### src/design/assert_macros.svh
// assertion macros used by the top-level design file
`ifndef ASSERT_MACROS_SVH
`define ASSERT_MACROS_SVH

// same-cycle implication, checked on every rising edge outside reset
`define ASSERT_IMPL(label, ante, cons, msg) \
  label: assert property (@(posedge clk) disable iff (!rst_n) (ante) |-> (cons)) \
    else $error(msg);

// next-cycle implication
`define ASSERT_NEXT(label, ante, cons, msg) \
  label: assert property (@(posedge clk) disable iff (!rst_n) (ante) |=> (cons)) \
    else $error(msg);

`endif

### src/design/ppp_pkg.sv
// types, constants and arithmetic helpers of the point projection pipeline
package ppp_pkg;

  localparam int COORD_W   = 32;
  localparam int FRAC_BITS = 16;
  localparam int PROD_W    = 2 * COORD_W - 1;  // focal * |coord| never reaches 2^PROD_W
  localparam int SUM_W     = COORD_W + 3;
  localparam int CFG_IDX_W = 2;

  typedef logic signed [COORD_W-1:0] coord_t;
  typedef logic        [COORD_W-1:0] mag_t;
  typedef logic        [COORD_W-2:0] rem_t;
  typedef logic        [PROD_W-1:0]  prod_t;
  typedef logic        [2*COORD_W-1:0] wide_t;
  typedef logic signed [SUM_W-1:0]   sum_t;
  typedef logic        [1:0]         status_t;
  typedef logic        [CFG_IDX_W-1:0] cfg_idx_t;

  localparam status_t ST_OK   = 2'd0;
  localparam status_t ST_SAT  = 2'd1;
  localparam status_t ST_ZERO = 2'd2;

  localparam cfg_idx_t CFG_FOCAL    = 2'd0;
  localparam cfg_idx_t CFG_CENTER_X = 2'd1;
  localparam cfg_idx_t CFG_CENTER_Y = 2'd2;

  localparam mag_t   FOCAL_RESET = mag_t'(1) << FRAC_BITS;
  localparam coord_t COORD_MAX   = {1'b0, {(COORD_W-1){1'b1}}};
  localparam coord_t COORD_MIN   = {1'b1, {(COORD_W-1){1'b0}}};

  typedef struct packed {
    logic neg_x;
    logic neg_y;
    logic zero;
  } meta_t;

  // numerator bits leave at the top while quotient bits enter at the bottom
  typedef struct packed {
    prod_t nq;
    rem_t  rem;
  } div_lane_t;

  typedef struct packed {
    div_lane_t lx;
    div_lane_t ly;
    mag_t      den;
    meta_t     meta;
  } div_word_t;

  typedef struct packed {
    prod_t qx;
    prod_t qy;
    meta_t meta;
  } quo_t;

  typedef struct packed {
    coord_t v;
    logic   sat;
  } coord_res_t;

  typedef struct packed {
    coord_t  proj_x;
    coord_t  proj_y;
    status_t status;
  } result_t;

  function automatic mag_t mag_of(coord_t v);
    coord_t n;
    n = -v;
    return v[COORD_W-1] ? mag_t'(n) : mag_t'(v);
  endfunction

  // one restoring step: shift in a numerator bit, subtract when it fits
  function automatic div_lane_t div_step(div_lane_t l, mag_t d);
    mag_t      rs;
    mag_t      diff;
    logic      take;
    div_lane_t o;
    rs    = {l.rem, l.nq[PROD_W-1]};
    take  = (rs >= d);
    diff  = rs - d;
    o.rem = take ? diff[COORD_W-2:0] : rs[COORD_W-2:0];
    o.nq  = {l.nq[PROD_W-2:0], take};
    return o;
  endfunction

  // apply sign, add center, clamp to the coordinate range
  function automatic coord_res_t finish(prod_t q, logic neg, coord_t c);
    logic       big;
    logic       ovf;
    sum_t       mq;
    sum_t       sum;
    coord_res_t r;
    big = |q[PROD_W-1:COORD_W+1];
    mq  = sum_t'({2'b00, q[COORD_W:0]});
    if (neg) begin
      mq = -mq;
    end
    sum = mq + sum_t'(c);
    ovf = !((&sum[SUM_W-1:COORD_W-1]) || !(|sum[SUM_W-1:COORD_W-1]));
    if (big) begin
      r.v   = neg ? COORD_MIN : COORD_MAX;
      r.sat = 1'b1;
    end else if (ovf) begin
      r.v   = sum[SUM_W-1] ? COORD_MIN : COORD_MAX;
      r.sat = 1'b1;
    end else begin
      r.v   = sum[COORD_W-1:0];
      r.sat = 1'b0;
    end
    return r;
  endfunction

endpackage

### src/design/ppp_fix.sv
// sign, center offset, saturation and the output register
module ppp_fix (
  input  logic             clk,
  input  logic             rst_n,
  input  logic             adv,
  input  logic             in_valid,
  input  ppp_pkg::quo_t    in_quo,
  input  ppp_pkg::coord_t  center_x,
  input  ppp_pkg::coord_t  center_y,
  output logic             out_valid,
  output ppp_pkg::result_t out_res
);

  logic                valid_r;
  ppp_pkg::result_t    res_r, res_nxt;
  ppp_pkg::coord_res_t rx, ry;

  always_comb begin
    rx = ppp_pkg::finish(in_quo.qx, in_quo.meta.neg_x, center_x);
    ry = ppp_pkg::finish(in_quo.qy, in_quo.meta.neg_y, center_y);
    if (in_quo.meta.zero) begin
      res_nxt.proj_x = center_x;
      res_nxt.proj_y = center_y;
      res_nxt.status = ppp_pkg::ST_ZERO;
    end else begin
      res_nxt.proj_x = rx.v;
      res_nxt.proj_y = ry.v;
      res_nxt.status = (rx.sat || ry.sat) ? ppp_pkg::ST_SAT : ppp_pkg::ST_OK;
    end
  end

  always_ff @(posedge clk) begin
    if (!rst_n) begin
      valid_r <= 1'b0;
    end else if (adv) begin
      valid_r <= in_valid;
    end
  end

  always_ff @(posedge clk) begin
    if (adv) begin
      res_r <= res_nxt;
    end
  end

  assign out_valid = valid_r;
  assign out_res   = res_r;

endmodule

### config.mk
export PLATFORM = sky130hd
export DESIGN_NAME = ppp_fix
export DESIGN_NICKNAME = d
export VERILOG_FILES = /design/src/design/assert_macros.svh /design/src/design/ppp_pkg.sv /design/src/design/ppp_fix.sv
export SDC_FILE = /design/constraint.sdc
export NUM_CORES = 1
export LEC_CHECK = 0
export ABC_CLOCK_PERIOD_IN_PS = 9000
export BUFFER_PORTS_ARGS = -buffer_cell sky130_fd_sc_hd__buf_2
export CAP_MARGIN = 30
export CORE_MARGIN = 2
export CORE_UTILIZATION = 28
export DETAILED_ROUTE_END_ITERATION = 8
export PLACE_DENSITY = 0.58
export SLEW_MARGIN = 20
export SYNTH_ARGS = -nofsm -noshare
export SYNTH_HDL_FRONTEND = slang
export SYNTH_SLANG_ARGS = --single-unit
export TNS_END_PERCENT = 5
### constraint.sdc
create_clock -name clk -period 9 [get_ports clk]
set_input_delay 1.8 -clock clk [delete_from_list [all_inputs] [get_ports clk]]
set_output_delay 1.8 -clock clk [all_outputs]
set_load 0.01 [all_outputs]
# == Word-level counts from Yosys, hierarchy flattened ==
# Cells that the tools add are included.
# word_totals
mem_bits_ro,0
output_inout_bits,67
ram_bits,0
inputBits,197
latch_bits,0
register_bits,67
elab_cells,31
memories,0
# op_classes
n_addsub,4
shifts,0
n_eq_ne,0
muxes,12
n_mul,0
n_div,0
bitwise,0
n_reduce_logical,11
n_lt_le_gt_ge,0
# op_table
operator,count
33-bit two-way mux,4
32-bit two-way mux,4
35-bit by 32-bit adder with 35-bit output,2
35-bit two-way mux,2
33-bit negator with 35-bit output,2
66-bit two-way mux,1
30-bit OR reduction,2
4-bit AND reduction,2
4-bit OR reduction,2
1-bit logical OR,3
1-bit zero test,2
1-bit two-way mux,1

# == Longest topological paths before layout ==
# logic_depth
word_depth,11
depth_mapped,24
ltp_nobuf,20

# == Worst setup path after synthesis ==
# Ideal clock, no wire load.
# synth_timing
path_kind,input -> register
startpoint,input in_quo[74] in the netlist's numbering
endpoint,"register res_r (netlist bit out_res[0]), data pin"
t_required_ns,8.736
stages,20
path_buffers,1
setup_ns,0.264
path_slack_ns,1.596
t_arrival_ns,7.140
cell_sequence,or4_1 -> or4_1 -> or3_1 -> or2_1 -> or3_1 -> or3_1 -> o41ai_1 -> xnor2_1 -> ha_1 -> buf_1 -> nand3_1 -> nor2_1 -> nand2_1 -> o32ai_1 -> or4_1 -> o311a_1 -> or3_1 -> mux2i_2 -> nand2_1 -> o41a_1
# synth_via
elab_chain_len,10
word_cells_on_any_way,11
# synth_rtl
item,line,text
from (decl),ppp_fix.sv:7,"input ppp_pkg::quo_t in_quo,"
33-bit negator with 35-bit output,ppp_pkg.sv:97,mq = -mq;
35-bit two-way mux (*),ppp_pkg.sv:96,if (neg) begin
35-bit by 32-bit adder with 35-bit output (*),ppp_pkg.sv:99,sum = mq + sum_t'(c);
4-bit OR reduction,ppp_pkg.sv:100,ovf = !((&sum[SUM_W-1:COORD_W-1]) || !(|sum[SUM_W-1:COORD_W-1]));
1-bit zero test,ppp_pkg.sv:100,
1-bit logical OR (*),ppp_pkg.sv:100,
33-bit two-way mux (*),ppp_pkg.sv:104,end else if (ovf) begin
33-bit two-way mux (*),ppp_pkg.sv:101,if (big) begin
1-bit logical OR (*),ppp_fix.sv:28,res_nxt.status = (rx.sat || ry.sat) ? ppp_pkg::ST_SAT : ppp_pkg::ST_OK;
1-bit two-way mux (*),ppp_fix.sv:28,
to (signal assigned),ppp_fix.sv:42,res_r <= res_nxt;
to (decl),ppp_fix.sv:15,"ppp_pkg::result_t res_r, res_nxt;"
# Every way passes the cells marked *; elsewhere a longest branch is shown, timed or not.
# A chain may end at the register's enable or synchronous reset.

# == Final worst setup path ==
# Same ends and word-level chain as after synthesis.

==> results.md <==
- Worst-path maximum fanout: 18
- Sink Count: between 60 and 70
- Number of max-cap violations: 0
- Post-synth EDFFs: between 60 and 70
- Mean Syn Cell Area: around 8.1 um^2
- Placement Setup Slack: roughly 1.1 ns
- Async set-reset flop share out of synthesis: 0
- Slew headroom: 0.3877
- Num rows: between 60 and 70
- Internal: 0.8843 mW
- Clock power share: 0.225
- Worst setup EP type: flop
- M2 GR Usage: 0.3074
- Fin crit period: between 7 and 8 ns
- Total track usage: 0.1806
- Met1 Usage GRT: 0.2383
- Critical Path Max Stage Delay: roughly 0.59 ns
- Synth Flop Type: edfxtp_1
- Post-CTS sizing: 0
- WP data required: between 9 and 10 ns
- RR Startpoint: out_valid$_SDFFE_PN0P_
- Pwr per Cell Area: about 140 mW/mm^2
- CTS tree: done
- Total CTS buffers: 9
- Die width: roughly 180 um
- Via/cell ratio: about 5.2
- Largest net degree at the start of global routing: 68
- Comb pwr share: 0.503
- Ports: around 260
- Top Family by Delay on Critical Path: simple AND/OR/NAND/NOR gates
- Post-CTS setup buffers: 0
- Final period utilization: 0.8377
- Initial Util: 0.2860
- Status: finished, final reports clean
- Final TNS setup: 0 ns
- GRT met3 Usage: 0.02269
- Worst setup SP type: input pin
- Port bufs: 263
- Synth Cell Area: 0.008546 mm^2
- CTS Root Buffer Type: clkbuf_16
- CP arrival: between 7 and 8 ns
- Worst-path cell chain: buf_2, or4_1, or4_1, or3_1, or2_1, or3_1, or3_1, o41ai_1, xnor2_1, ha_1, nand3_1, nor2_1, nand2_1, a2111o_1, o21ai_0, xnor2_1, mux2i_2, buf_4, nand2_1, o41a_1
- Synth-to-layout area growth: 22.72%
- Synth area leaders: edfxtp_1 (23%), ha_1 (11%), xnor2_1 (11%)
- Core area: approximately 0.030 mm^2
- Post-DP HPWL: between 20,000 and 25,000 um
- Crit path top cell by count: or3_1
- Fmax: 132.6 MHz
- Final WS setup: between 1 and 1.5 ns
- 1st-pass router iterations: 5
- Sequential area share after synthesis: 0.2343
- Antenna violations before repair: 0
- GR peak layer: met2
- Crit Path Category: in -> reg
- Finish-stage setup viols: 0
- Number of global-route vias before repair: ~8.4k
- Worst skew pair latency: roughly 0.34 ns
- DRC viols: 0
- First-pass GRT wire length: 45,240 um
- Fraction of layout cells with a size suffix above 1: 0.2375
- Hold Vio Cnt, Final: 0
- Routed WL per cell: 17.45 um
- CTS max path bufs: 2
- RSZ-0062 raised after global routing: false
- Routability congestion estimate: just over 0.9
- Hold WC Path Type: reg -> reg
- Final ANT Viol Nets: 0
- Setup crit start: in_quo[74]
- Die height: 178.7 um
- Hold-fix buffers, CTS: 0
- Measured slew at the worst slew-check pin: between 0.9 and 1 ns
- Post-Syn Instances: between 1k and 1.5k
- # nets final: 1,565
- Clk slew on worst S/H paths: 0.06 ns
- Detailed-route via count: slightly below 9k
- Hold path startpoint: out_valid$_SDFFE_PN0P_
- Drt total wl: a little under 30,000 um
- Die area: around 0.032 mm^2
- Total number of yosys warnings: 0
- Syn_nets: ~1.3k
- #FFs+latches synth: 67
- Fin. max-slew vios: 0
- Reg power frac: 0.272
- N_diodes: 0
- Grt ovf: 0
- Top-area cell type share of the netlist area: 0.2319
- Post-synth cell types: 74
- Slowest CP cell: or4_1
- Switching power: between 0.5 and 0.6 mW
- Switch share: 0.4037
- Post-Layout Inst Area: approximately 0.010 mm^2
- Number of DRC markers in iteration 0: just under 600
- H-tree levels: 3
- Placed inst area: between 0.01 and 0.015 mm^2
- Worst VDD drop: between 0.00006 and 0.00007 V
- Lkg Pwr: 4.374 nW
- Buf/Inv on CP: 2
- Yosys top cell by area: edfxtp_1
- Clk_skew: 0 ns
[metrics by stage]
stage          total power, mW  hold WS (ns)  instances  utilization
3_3_place_gp             1.151        0.4960       1670       0.3417
5_1_grt                  1.591        0.5675       1687       0.3510
4_1_cts                  1.494        0.5516       1687       0.3510
2_1_floorplan           0.9215        0.5383       1055            -
3_5_place_dp             1.151        0.5368       1671       0.3420
6_report                 1.483        0.5365       1687       0.3510
[cells in the final DEF, fill, tap and decap left out, types with 9 or more instances in the layout]
master,instances
buf_2,262
nand2_1,107
xnor2_1,104
a21oi_1,97
ha_1,74
nor2_1,68
edfxtp_1,66
o21ai_0,64
inv_1,53
nand3_1,37
o2bb2ai_1,26
a21o_1,23
o31ai_1,22
or3_1,21
xor2_1,19
a2bb2oi_1,19
nor4_1,15
o21a_1,13
nand4_1,13
o211ai_1,12
or4_1,11
o41ai_1,11
o22ai_1,11
buf_4,11
nor3_1,9
clkbuf_16,9
[layout make-up]
cell class / count / area (um^2)
timing repair buffer: 273 / 1394
multi-input combinational: 888 / 6133
sequential: 67 / 2002
clock inverter: 6 / 42.54
fill: 3162 / 19390
clock buffer: 10 / 229.0
tap: 390 / 488.0
inverter: 53 / 198.9
[metal layers]
layer / up-vias / wire [um]
met5: - / 0
met4: 0 / 547
met3: 28 / 1614
met2: 293 / 14160
met1: 4081 / 13110
li1: 4451 / -
[synth_stat cells (8+ instances only)]
library cell / n
nor2_1: 68
a21oi_1: 97
clkbuf_1: 38
nand4_1: 13
o31ai_1: 22
o21a_1: 13
nor3_1: 9
o21ai_0: 64
o211ai_1: 12
ha_1: 74
or4_1: 11
a2bb2oi_1: 19
a211oi_1: 8
nand3_1: 37
o41ai_1: 11
or3_1: 21
xnor2_1: 104
nand2_1: 107
o2bb2ai_1: 26
edfxtp_1: 66
nor4_1: 15
o21bai_1: 8
o22ai_1: 11
inv_1: 53
xor2_1: 19
a21o_1: 23
[path summary, 6_finish.rpt]
kind                                                  to  slack (ns)  cells past startpoint
worst max-delay path            out_res[0]$_SDFFCE_PP0P_        1.46                     20
worst min-delay path              out_valid$_SDFFE_PN0P_        0.54                      2
worst max register to register    out_valid$_SDFFE_PN0P_        8.39                      2
worst min register to register    out_valid$_SDFFE_PN0P_        0.54                      2
[power by group through the flow]
stage | clock network, mW | logic (mW) | registers, mW
2_1_floorplan | 0 | 0.494 | 0.427
3_3_place_gp | 0 | 0.740 | 0.411
3_5_place_dp | 0 | 0.740 | 0.411
4_1_cts | 0.346 | 0.744 | 0.405
5_1_grt | 0.358 | 0.826 | 0.407
6_report | 0.334 | 0.746 | 0.403
[registers in the layout, indices dropped and copies added, names as in the netlist]
signal / count
out_valid: 1
out_res: 66
[worst reg2reg max path, stage by stage, from the launching register on]
cell	delay (ns)
dfxtp_1	0.31
mux2i_1	0.13
nor2b_1	0.06
[kinds of logic (layout without fill, tap and decap cells)]
family	after synthesis	after routing	synth area share
flops	67	67	0.2343
buf+inv	100	342	0.04861
xor+xnor	124	124	0.1280
simple gates	318	318	0.1813
fa+ha+maj	76	76	0.1130
compound gates	368	368	0.2921
mux	2	2	0.002782
Power figures use the tool's default switching activity.
